$ cat src/rtl/core/cfpf_pkg.sv
// ----------------------------------------------------------------------------
// cfpf_pkg
// Shared types, constants and helpers of the command frame parser.
// ----------------------------------------------------------------------------
package cfpf_pkg;

	localparam int QUEUE_SLOTS = 8;
	localparam int QIDX_W      = $clog2(QUEUE_SLOTS);

	localparam logic [2:0] AWAIT_ID     = 3'd4;
	localparam logic [2:0] LAST_PAYLOAD = 3'd3;

	localparam int          CFG_ADDR_W = 3;
	localparam logic        REG_ROLL   = 1'b0;
	localparam logic        REG_PITCH  = 1'b1;
	localparam logic [7:0]  ROLL_RST   = 8'd1;
	localparam logic [7:0]  PITCH_RST  = 8'd2;

	localparam logic OP_BYTE = 1'b0;
	localparam logic OP_POP  = 1'b1;

	typedef logic [QIDX_W-1:0] qidx_t;

	typedef enum logic [1:0] {
		ACT_NONE,
		ACT_PUSH,
		ACT_POP
	} act_kind_t;

	typedef struct packed {
		act_kind_t   kind;
		logic [7:0]  id;
		logic [31:0] payload;
	} act_t;

	function automatic qidx_t ring_next(input qidx_t pos);
		if (pos == qidx_t'(QUEUE_SLOTS - 1)) begin
			return '0;
		end
		return pos + qidx_t'(1);
	endfunction

endpackage

$ cat src/rtl/core/command_frame_parser_fifo_top.sv
// ----------------------------------------------------------------------------
// Path: an input transfer is written into the action queue, then executed by
// the command ring into the output register, from which it can transfer.
// Throughput: one item per cycle without stalls; the two-entry action queue
// and the output register let input and output stall independently.
// Reset: parser awaits an id byte, last payload zero, ring empty, roll and
// pitch codes 1 and 2; ring contents are not cleared.
// ----------------------------------------------------------------------------
// command_frame_parser_fifo_top
// Serial command framer with an eight-slot command ring and APB code registers.
// ----------------------------------------------------------------------------
module command_frame_parser_fifo_top import cfpf_pkg::*; (
	input  logic                  clk,
	input  logic                  arst_n,
	input  logic                  in_valid,
	output logic                  in_stall,
	input  logic                  operation,
	input  logic [7:0]            rx_byte,
	output logic                  out_valid,
	input  logic                  out_stall,
	output logic                  cmd_pushed,
	output logic                  cmd_dropped,
	output logic                  pop_valid,
	output logic [7:0]            popped_id,
	output logic [31:0]           popped_payload,
	input  logic                  psel,
	input  logic                  penable,
	input  logic                  pwrite,
	input  logic [CFG_ADDR_W-1:0] paddr,
	input  logic [31:0]           pwdata,
	output logic [31:0]           prdata,
	output logic                  pready
);

	logic [7:0] roll_code_q;
	logic [7:0] pitch_code_q;
	logic       cfg_wr;
	logic       reg_sel;
	logic       act_push;
	logic       act_full;
	logic       act_empty;
	logic       act_pop;
	act_t       front_act;
	act_t       head_act;

	assign pready  = 1'b1;
	assign cfg_wr  = psel && penable && pwrite;
	assign reg_sel = paddr[2];

	always_ff @(posedge clk or negedge arst_n) begin
		if (!arst_n) begin
			roll_code_q  <= ROLL_RST;
			pitch_code_q <= PITCH_RST;
		end else if (cfg_wr) begin
			unique case (reg_sel)
				REG_ROLL:  roll_code_q  <= pwdata[7:0];
				REG_PITCH: pitch_code_q <= pwdata[7:0];
				default:   ;
			endcase
		end
	end

	always_comb begin
		unique case (reg_sel)
			REG_ROLL:  prdata = {24'd0, roll_code_q};
			REG_PITCH: prdata = {24'd0, pitch_code_q};
			default:   prdata = '0;
		endcase
	end

	cfpf_front u_front (
		.clk        (clk),
		.arst_n     (arst_n),
		.in_valid   (in_valid),
		.in_stall   (in_stall),
		.operation  (operation),
		.rx_byte    (rx_byte),
		.roll_code  (roll_code_q),
		.pitch_code (pitch_code_q),
		.act_full   (act_full),
		.act_push   (act_push),
		.act        (front_act)
	);

	cfpf_act_fifo u_act_fifo (
		.clk      (clk),
		.arst_n   (arst_n),
		.push     (act_push),
		.push_act (front_act),
		.full     (act_full),
		.pop      (act_pop),
		.empty    (act_empty),
		.head_act (head_act)
	);

	cfpf_back u_back (
		.clk            (clk),
		.arst_n         (arst_n),
		.act_empty      (act_empty),
		.act            (head_act),
		.act_pop        (act_pop),
		.out_valid      (out_valid),
		.out_stall      (out_stall),
		.cmd_pushed     (cmd_pushed),
		.cmd_dropped    (cmd_dropped),
		.pop_valid      (pop_valid),
		.popped_id      (popped_id),
		.popped_payload (popped_payload)
	);

endmodule

$ cat src/rtl/core/cfpf_front.sv
// ----------------------------------------------------------------------------
// cfpf_front
// Frames received bytes into commands and issues one action per transfer.
// ----------------------------------------------------------------------------
module cfpf_front import cfpf_pkg::*; (
	input  logic        clk,
	input  logic        arst_n,
	input  logic        in_valid,
	output logic        in_stall,
	input  logic        operation,
	input  logic [7:0]  rx_byte,
	input  logic [7:0]  roll_code,
	input  logic [7:0]  pitch_code,
	input  logic        act_full,
	output logic        act_push,
	output act_t        act
);

	logic [2:0]  bytes_left_q;
	logic [7:0]  current_id_q;
	logic [31:0] assembly_word_q;
	logic [31:0] last_payload_q;
	logic [31:0] assembly_next;
	logic        awaiting_id;
	logic        id_match;

	assign in_stall      = act_full;
	assign act_push      = in_valid && !act_full;
	assign assembly_next = {assembly_word_q[23:0], rx_byte};
	assign awaiting_id   = bytes_left_q > LAST_PAYLOAD;
	assign id_match      = (rx_byte == roll_code) || (rx_byte == pitch_code);

	always_comb begin
		act.kind    = ACT_NONE;
		act.id      = current_id_q;
		act.payload = assembly_next;
		if (operation == OP_POP) begin
			act.kind = ACT_POP;
		end else if (awaiting_id) begin
			act.id      = rx_byte;
			act.payload = last_payload_q;
			if (!id_match) begin
				act.kind = ACT_PUSH;
			end
		end else if (bytes_left_q == 3'd0) begin
			act.kind = ACT_PUSH;
		end
	end

	always_ff @(posedge clk or negedge arst_n) begin
		if (!arst_n) begin
			bytes_left_q    <= AWAIT_ID;
			current_id_q    <= '0;
			assembly_word_q <= '0;
			last_payload_q  <= '0;
		end else if (act_push && operation == OP_BYTE) begin
			if (awaiting_id) begin
				current_id_q <= rx_byte;
				if (id_match) begin
					bytes_left_q <= LAST_PAYLOAD;
				end
			end else begin
				assembly_word_q <= assembly_next;
				if (bytes_left_q == 3'd0) begin
					bytes_left_q   <= AWAIT_ID;
					last_payload_q <= assembly_next;
				end else begin
					bytes_left_q <= bytes_left_q - 3'd1;
				end
			end
		end
	end

	a_bytes_left_range: assert property (@(posedge clk) disable iff (!arst_n)
		bytes_left_q <= AWAIT_ID)
		else $error("parser byte count out of range");

endmodule

$ cat src/rtl/core/cfpf_act_fifo.sv
// ----------------------------------------------------------------------------
// cfpf_act_fifo
// Two-entry action queue between the parser and the command ring.
// ----------------------------------------------------------------------------
module cfpf_act_fifo import cfpf_pkg::*; (
	input  logic clk,
	input  logic arst_n,
	input  logic push,
	input  act_t push_act,
	output logic full,
	input  logic pop,
	output logic empty,
	output act_t head_act
);

	act_t       slot_q [2];
	logic       wr_ptr_q;
	logic       rd_ptr_q;
	logic [1:0] count_q;
	logic       do_push;
	logic       do_pop;

	assign full     = count_q == 2'd2;
	assign empty    = count_q == 2'd0;
	assign head_act = slot_q[rd_ptr_q];
	assign do_push  = push && !full;
	assign do_pop   = pop && !empty;

	always_ff @(posedge clk) begin
		if (do_push) begin
			slot_q[wr_ptr_q] <= push_act;
		end
	end

	always_ff @(posedge clk or negedge arst_n) begin
		if (!arst_n) begin
			wr_ptr_q <= 1'b0;
			rd_ptr_q <= 1'b0;
			count_q  <= 2'd0;
		end else begin
			if (do_push) begin
				wr_ptr_q <= !wr_ptr_q;
			end
			if (do_pop) begin
				rd_ptr_q <= !rd_ptr_q;
			end
			if (do_push && !do_pop) begin
				count_q <= count_q + 2'd1;
			end else if (do_pop && !do_push) begin
				count_q <= count_q - 2'd1;
			end
		end
	end

	a_count_bound: assert property (@(posedge clk) disable iff (!arst_n)
		count_q <= 2'd2)
		else $error("action queue count overflow");

	a_ptr_agree: assert property (@(posedge clk) disable iff (!arst_n)
		(count_q == 2'd0 || count_q == 2'd2) |-> (wr_ptr_q == rd_ptr_q))
		else $error("action queue pointers disagree with count");

endmodule

$ cat src/rtl/core/cfpf_back.sv
// ----------------------------------------------------------------------------
// cfpf_back
// Command ring: executes push and pop actions and holds the result register.
// ----------------------------------------------------------------------------
module cfpf_back import cfpf_pkg::*; (
	input  logic        clk,
	input  logic        arst_n,
	input  logic        act_empty,
	input  act_t        act,
	output logic        act_pop,
	output logic        out_valid,
	input  logic        out_stall,
	output logic        cmd_pushed,
	output logic        cmd_dropped,
	output logic        pop_valid,
	output logic [7:0]  popped_id,
	output logic [31:0] popped_payload
);

	logic [39:0] ring_mem [QUEUE_SLOTS];
	qidx_t       head_q;
	qidx_t       tail_q;
	logic        out_valid_q;
	logic        cmd_pushed_q;
	logic        cmd_dropped_q;
	logic        pop_valid_q;
	logic [7:0]  popped_id_q;
	logic [31:0] popped_payload_q;
	logic        ring_full;
	logic        ring_empty;
	logic        do_write;
	logic        do_read;

	assign act_pop    = !act_empty && (!out_valid_q || !out_stall);
	assign ring_full  = ring_next(tail_q) == head_q;
	assign ring_empty = head_q == tail_q;
	assign do_write   = act_pop && act.kind == ACT_PUSH && !ring_full;
	assign do_read    = act_pop && act.kind == ACT_POP && !ring_empty;

	always_ff @(posedge clk) begin
		if (do_write) begin
			ring_mem[tail_q] <= {act.id, act.payload};
		end
	end

	always_ff @(posedge clk) begin
		if (act_pop) begin
			if (do_read) begin
				{popped_id_q, popped_payload_q} <= ring_mem[head_q];
			end else begin
				popped_id_q      <= '0;
				popped_payload_q <= '0;
			end
		end
	end

	always_ff @(posedge clk or negedge arst_n) begin
		if (!arst_n) begin
			head_q        <= '0;
			tail_q        <= '0;
			out_valid_q   <= 1'b0;
			cmd_pushed_q  <= 1'b0;
			cmd_dropped_q <= 1'b0;
			pop_valid_q   <= 1'b0;
		end else begin
			if (do_write) begin
				tail_q <= ring_next(tail_q);
			end
			if (do_read) begin
				head_q <= ring_next(head_q);
			end
			if (act_pop) begin
				out_valid_q   <= 1'b1;
				cmd_pushed_q  <= do_write;
				cmd_dropped_q <= act.kind == ACT_PUSH && ring_full;
				pop_valid_q   <= do_read;
			end else if (!out_stall) begin
				out_valid_q <= 1'b0;
			end
		end
	end

	assign out_valid      = out_valid_q;
	assign cmd_pushed     = cmd_pushed_q;
	assign cmd_dropped    = cmd_dropped_q;
	assign pop_valid      = pop_valid_q;
	assign popped_id      = popped_id_q;
	assign popped_payload = popped_payload_q;

	a_flags_exclusive: assert property (@(posedge clk) disable iff (!arst_n)
		out_valid_q |-> $countones({cmd_pushed_q, cmd_dropped_q, pop_valid_q}) <= 1)
		else $error("more than one result flag set");

	a_push_not_empty: assert property (@(posedge clk) disable iff (!arst_n)
		do_write |=> !ring_empty)
		else $error("ring empty after a stored command");

	a_drop_when_full: assert property (@(posedge clk) disable iff (!arst_n)
		(act_pop && act.kind == ACT_PUSH && ring_full) |=> $stable(tail_q))
		else $error("tail moved on a dropped command");

endmodule
$ cat config.mk
export PLATFORM = sky130hd
export DESIGN_NAME = command_frame_parser_fifo_top
export DESIGN_NICKNAME = d
export VERILOG_FILES = /design/src/rtl/core/cfpf_pkg.sv /design/src/rtl/core/command_frame_parser_fifo_top.sv /design/src/rtl/core/cfpf_front.sv /design/src/rtl/core/cfpf_act_fifo.sv /design/src/rtl/core/cfpf_back.sv
export SDC_FILE = /design/constraint.sdc
export NUM_CORES = 1
export LEC_CHECK = 0
export ABC_AREA = 0
export BUFFER_PORTS_ARGS = -buffer_cell sky130_fd_sc_hd__clkbuf_2
export CAP_MARGIN = 20
export CORE_AREA = 3 3 273 275
export CTS_CLUSTER_SIZE = 16
export DETAILED_ROUTE_END_ITERATION = 8
export DIE_AREA = 0 0 276 278
export PLACE_DENSITY = 0.5
export SLEW_MARGIN = 20
export SYNTH_ARGS = -nofsm -noshare
export SYNTH_HDL_FRONTEND = slang
export SYNTH_HIERARCHICAL = 1
export SYNTH_SLANG_ARGS = --single-unit
export TNS_END_PERCENT = 10
$ cat constraint.sdc
create_clock -name clk -period 2.8 [get_ports clk]
set_input_delay 0.28 -clock clk [delete_from_list [all_inputs] [get_ports clk]]
set_output_delay 0.28 -clock clk [all_outputs]
set_load 0.005 [all_outputs]
==> metrics.md <==
| Metric | Value |
|---|---|
| CTS Buf Count | 59 |
| Resized cells post-CTS | 0 |
| Worst slew pin tran | 0.8614 ns |
| Final GP Congestion | 0.6738 |
| Final #Nets | 1241 |
| Post-Syn Area per Cell | 20.50 um^2 |
| Initial Utilization | 29.88% |
| Routed vias | 9739 |
| Die area | 0.07673 mm^2 |
| WL final | 43.09 mm |
| Final period utilization | 87.99% |
| Pwr Density | 991.5 mW/mm^2 |
| Tmin final | 2.464 ns |
| HP Class | input pin to flop |
| Rel. slew slack | 42.57% |
| Layout filler cell count | 6842 |
| CP Data Required Time | 3.08 ns |
| CORE AREA | 0.07259 mm^2 |
| Mapped Area | 0.02169 mm^2 |
| Run status | finished, final reports clean |
| Largest net degree at the start of global routing | 61 |
| Initial antenna violation count | 1 |
| Residual DRC | 0 |
| Vias in the first global route | 10570 |
| Asr flop ratio synth | 17.93% |
| Final setup TNS | 0 ns |
| Routed Antenna Nets | 0 |
| DRT Pass-1 Iters | 5 |
| DRT iter0 DRCs | 574 |
| Post-synth EDFFs | 444 |
| CTS tree | yes |
| Endpoints failing setup | 0 |
| I/O pins | 129 |
| First-pass GRT wire length | 66.36 mm |
| Fin Clk Skew | 0.06723 ns |
| Port buffer count | 77 |
| Tot Pwr | 25.33 mW |
| Worst path max stage delay | 0.38 ns |
| Tot GR Track Use | 11.22% |
| CP endpoint kind | flop |
| Clock transition at path regs | 0.06 ns |
| Final worst setup slack | 0.3364 ns |
| CP Cell Sequence | ha_1, ha_1, or3_1, nand3_1, o21a_1, and4bb_2, buf_12 |
| CTS H-tree lvls | 2 |
| Grt ovf | 0 |
| Multi-input gate area | 0.005455 mm^2 |
| Ant diodes | 0 |
| Fmax | 405.9 MHz |
| Hold WS | 0.05592 ns |
| Die Wd | 276 um |
| Leakage | 9.246 nW |
| # hold bufs at CTS | 11 |
| VDD IR-drop max | 0.5404 mV |
| Final core utilization | 35.19% |
| WL per Instance | 19.64 um |
| Clock sinks | 541 |
| CTS Root Cell | clkbuf_16 |
| Max_cap viols | 0 |
| Slew Viols, Final | 0 |
| Crit Path Class | flop to flop |
| Slowest stage cell, crit path | dfrtp_1 |
| Crit start category | flop |
| Max Buffers Root-to-Sink | 3 |
| Post-route cell area | 0.02554 mm^2 |
| Core Rows | 99 |
| Hold Vio Cnt, Final | 0 |
| Via-per-instance ratio | 4.439 |
| Synth Instances | 1058 |
| Layout cells sized above 1 | 39.60% |
| Worst-Skew Late Latency | 0.65 ns |
| Area delta synth->final | 17.77% |
| Dpl cells | 2071 |
| Die Ht | 278 um |
| RSZ-0062 raised after global routing | no |
| Seq. cell area | 0.01577 mm^2 |
| Crit path max fanout | 21 |
| Most used cell, CP | ha_1 |
| Library cells used by synthesis | 49 |
| Placed Area | 0.02341 mm^2 |
| Ys flop type | edfxtp_1 |
| Ys Warns | 6 |
| Post-route insts no fill | 2194 |
| Pre-CTS setup slack | 0.3534 ns |
| Critical path arrival | 2.75 ns |
| #FFs+latches synth | 541 |
| Total setup buffers inserted after CTS | 0 |
| Post-DP HPWL | 25.66 mm |
| Sequential share of the synthesized area | 72.68% |
worst paths after layout:
check / cells after the start / start / slack (ns) / to
worst max-delay path: 7 / u_back/tail_q[0] / 0.34 / u_back/ring_mem[2][38]
worst min-delay path: 2 / rx_byte[0] / 0.06 / u_front/current_id_q[0]
worst max register to register: 7 / u_back/tail_q[0] / 0.34 / u_back/ring_mem[2][38]
worst min register to register: 1 / u_back/cmd_pushed / 0.48 / u_back/cmd_pushed
max in group asynchronous: 3 / arst_n / 1.86 / u_front/last_payload_q[4]
min in group asynchronous: 2 / arst_n / 0.18 / u_back/head_q[0]
cell type report:
class | instances | area share, %
flip-flops and latches | 541 | 61.75
well taps | 959 | 4.698
inverters | 5 | 0.07348
repair buffers | 124 | 4.183
multi-input cells | 453 | 21.36
clock inverters | 35 | 1.616
clock buffers | 77 | 6.319
worst max-delay path: cells and delay by family, from the launching register on:
family | cells | cell delay (ns)
simple gates | 3 | 0.82
fa+ha+maj | 2 | 0.43
flops | 1 | 0.38
compound gates | 1 | 0.26
buf+inv | 1 | 0.21
flip-flops by register name (all words and copies together), names as in the netlist:
| register | flops |
|---|---|
| u_back/pop_valid | 1 |
| roll_code_q | 8 |
| u_back/tail_q | 3 |
| u_back/head_q | 3 |
| u_act_fifo/rd_ptr_q | 1 |
| u_back/popped_payload | 32 |
| pitch_code_q | 8 |
| u_back/cmd_dropped | 1 |
| u_front/assembly_word_q | 24 |
| u_back/cmd_pushed | 1 |
| u_front/bytes_left_q | 3 |
| u_back/popped_id | 8 |
| u_front/current_id_q | 8 |
| u_act_fifo/wr_ptr_q | 1 |
| u_back/out_valid | 1 |
| u_act_fifo/count_q | 2 |
| u_front/last_payload_q | 32 |
| u_back/ring_mem | 320 |
| u_act_fifo/slot_q | 84 |
synthesized netlist by cell type, drive strengths merged, types with 3 or more instances:
cell,number,share of area (%)
edfxtp,444,61
mux2,174,10
dfrtp,94,11
mux4,80,8.3
buf,63,2.3
nor2,50,0.94
mux2i,41,1.9
xor2,22,0.89
clkbuf,19,0.33
nand2,8,0.17
ha,6,0.35
inv,5,0.087
o21ai,5,0.12
nor4,4,0.12
xnor2,4,0.16
a21o,3,0.10
and4b,3,0.14
dfstp,3,0.36
nor2b,3,0.087
layer usage:
metal,part of all wire [%],track usage (%),vias to the layer above
met5,0,0,-
met4,2.1,3.142,0
met2,51,19.67,182
li1,-,-,4376
met1,43,14.31,5122
met3,3.8,1.988,59
power by group:
| part | internal (mW) | total [mW] | switching [mW] |
|---|---|---|---|
| Sequential | 10.7 | 11.3 | 0.584 |
| Combinational | 2.82 | 6.12 | 3.30 |
| Clock | 4.66 | 7.87 | 3.22 |
| Total | 18.2 | 25.3 | 7.10 |
logic make-up (layout without fill, tap and decap cells):
group / count (synthesis) / in the layout / share of synthesized area, %
DFF: 541 / 541 / 72.68
muxes: 295 / 295 / 20.43
buffers and inverters: 87 / 241 / 2.677
and+or+nand+nor: 84 / 84 / 2.169
xor gates and xnor gates: 26 / 26 / 1.050
AOI/OAI and AO/OA: 17 / 17 / 0.6173
adders and majority gates: 6 / 6 / 0.3461
other: 2 / 25 / 0.03462
placed cells by master (no fill, tap or decap), types with 6 or more instances in the layout:
master / count
mux2_2: 104
nand2_1: 7
buf_4: 13
nor2_1: 47
mux2_4: 69
dfrtp_1: 90
clkbuf_16: 59
xor2_1: 22
ha_1: 6
clkinv_2: 19
edfxtp_1: 444
buf_12: 24
mux2i_1: 41
conb_1: 25
clkbuf_2: 76
bufinv_16: 6
clkbuf_1: 11
clkbuf_8: 7
dlygate4sd3_1: 11
mux4_2: 80
No activity file was read; power rests on OpenSTA's default activity.
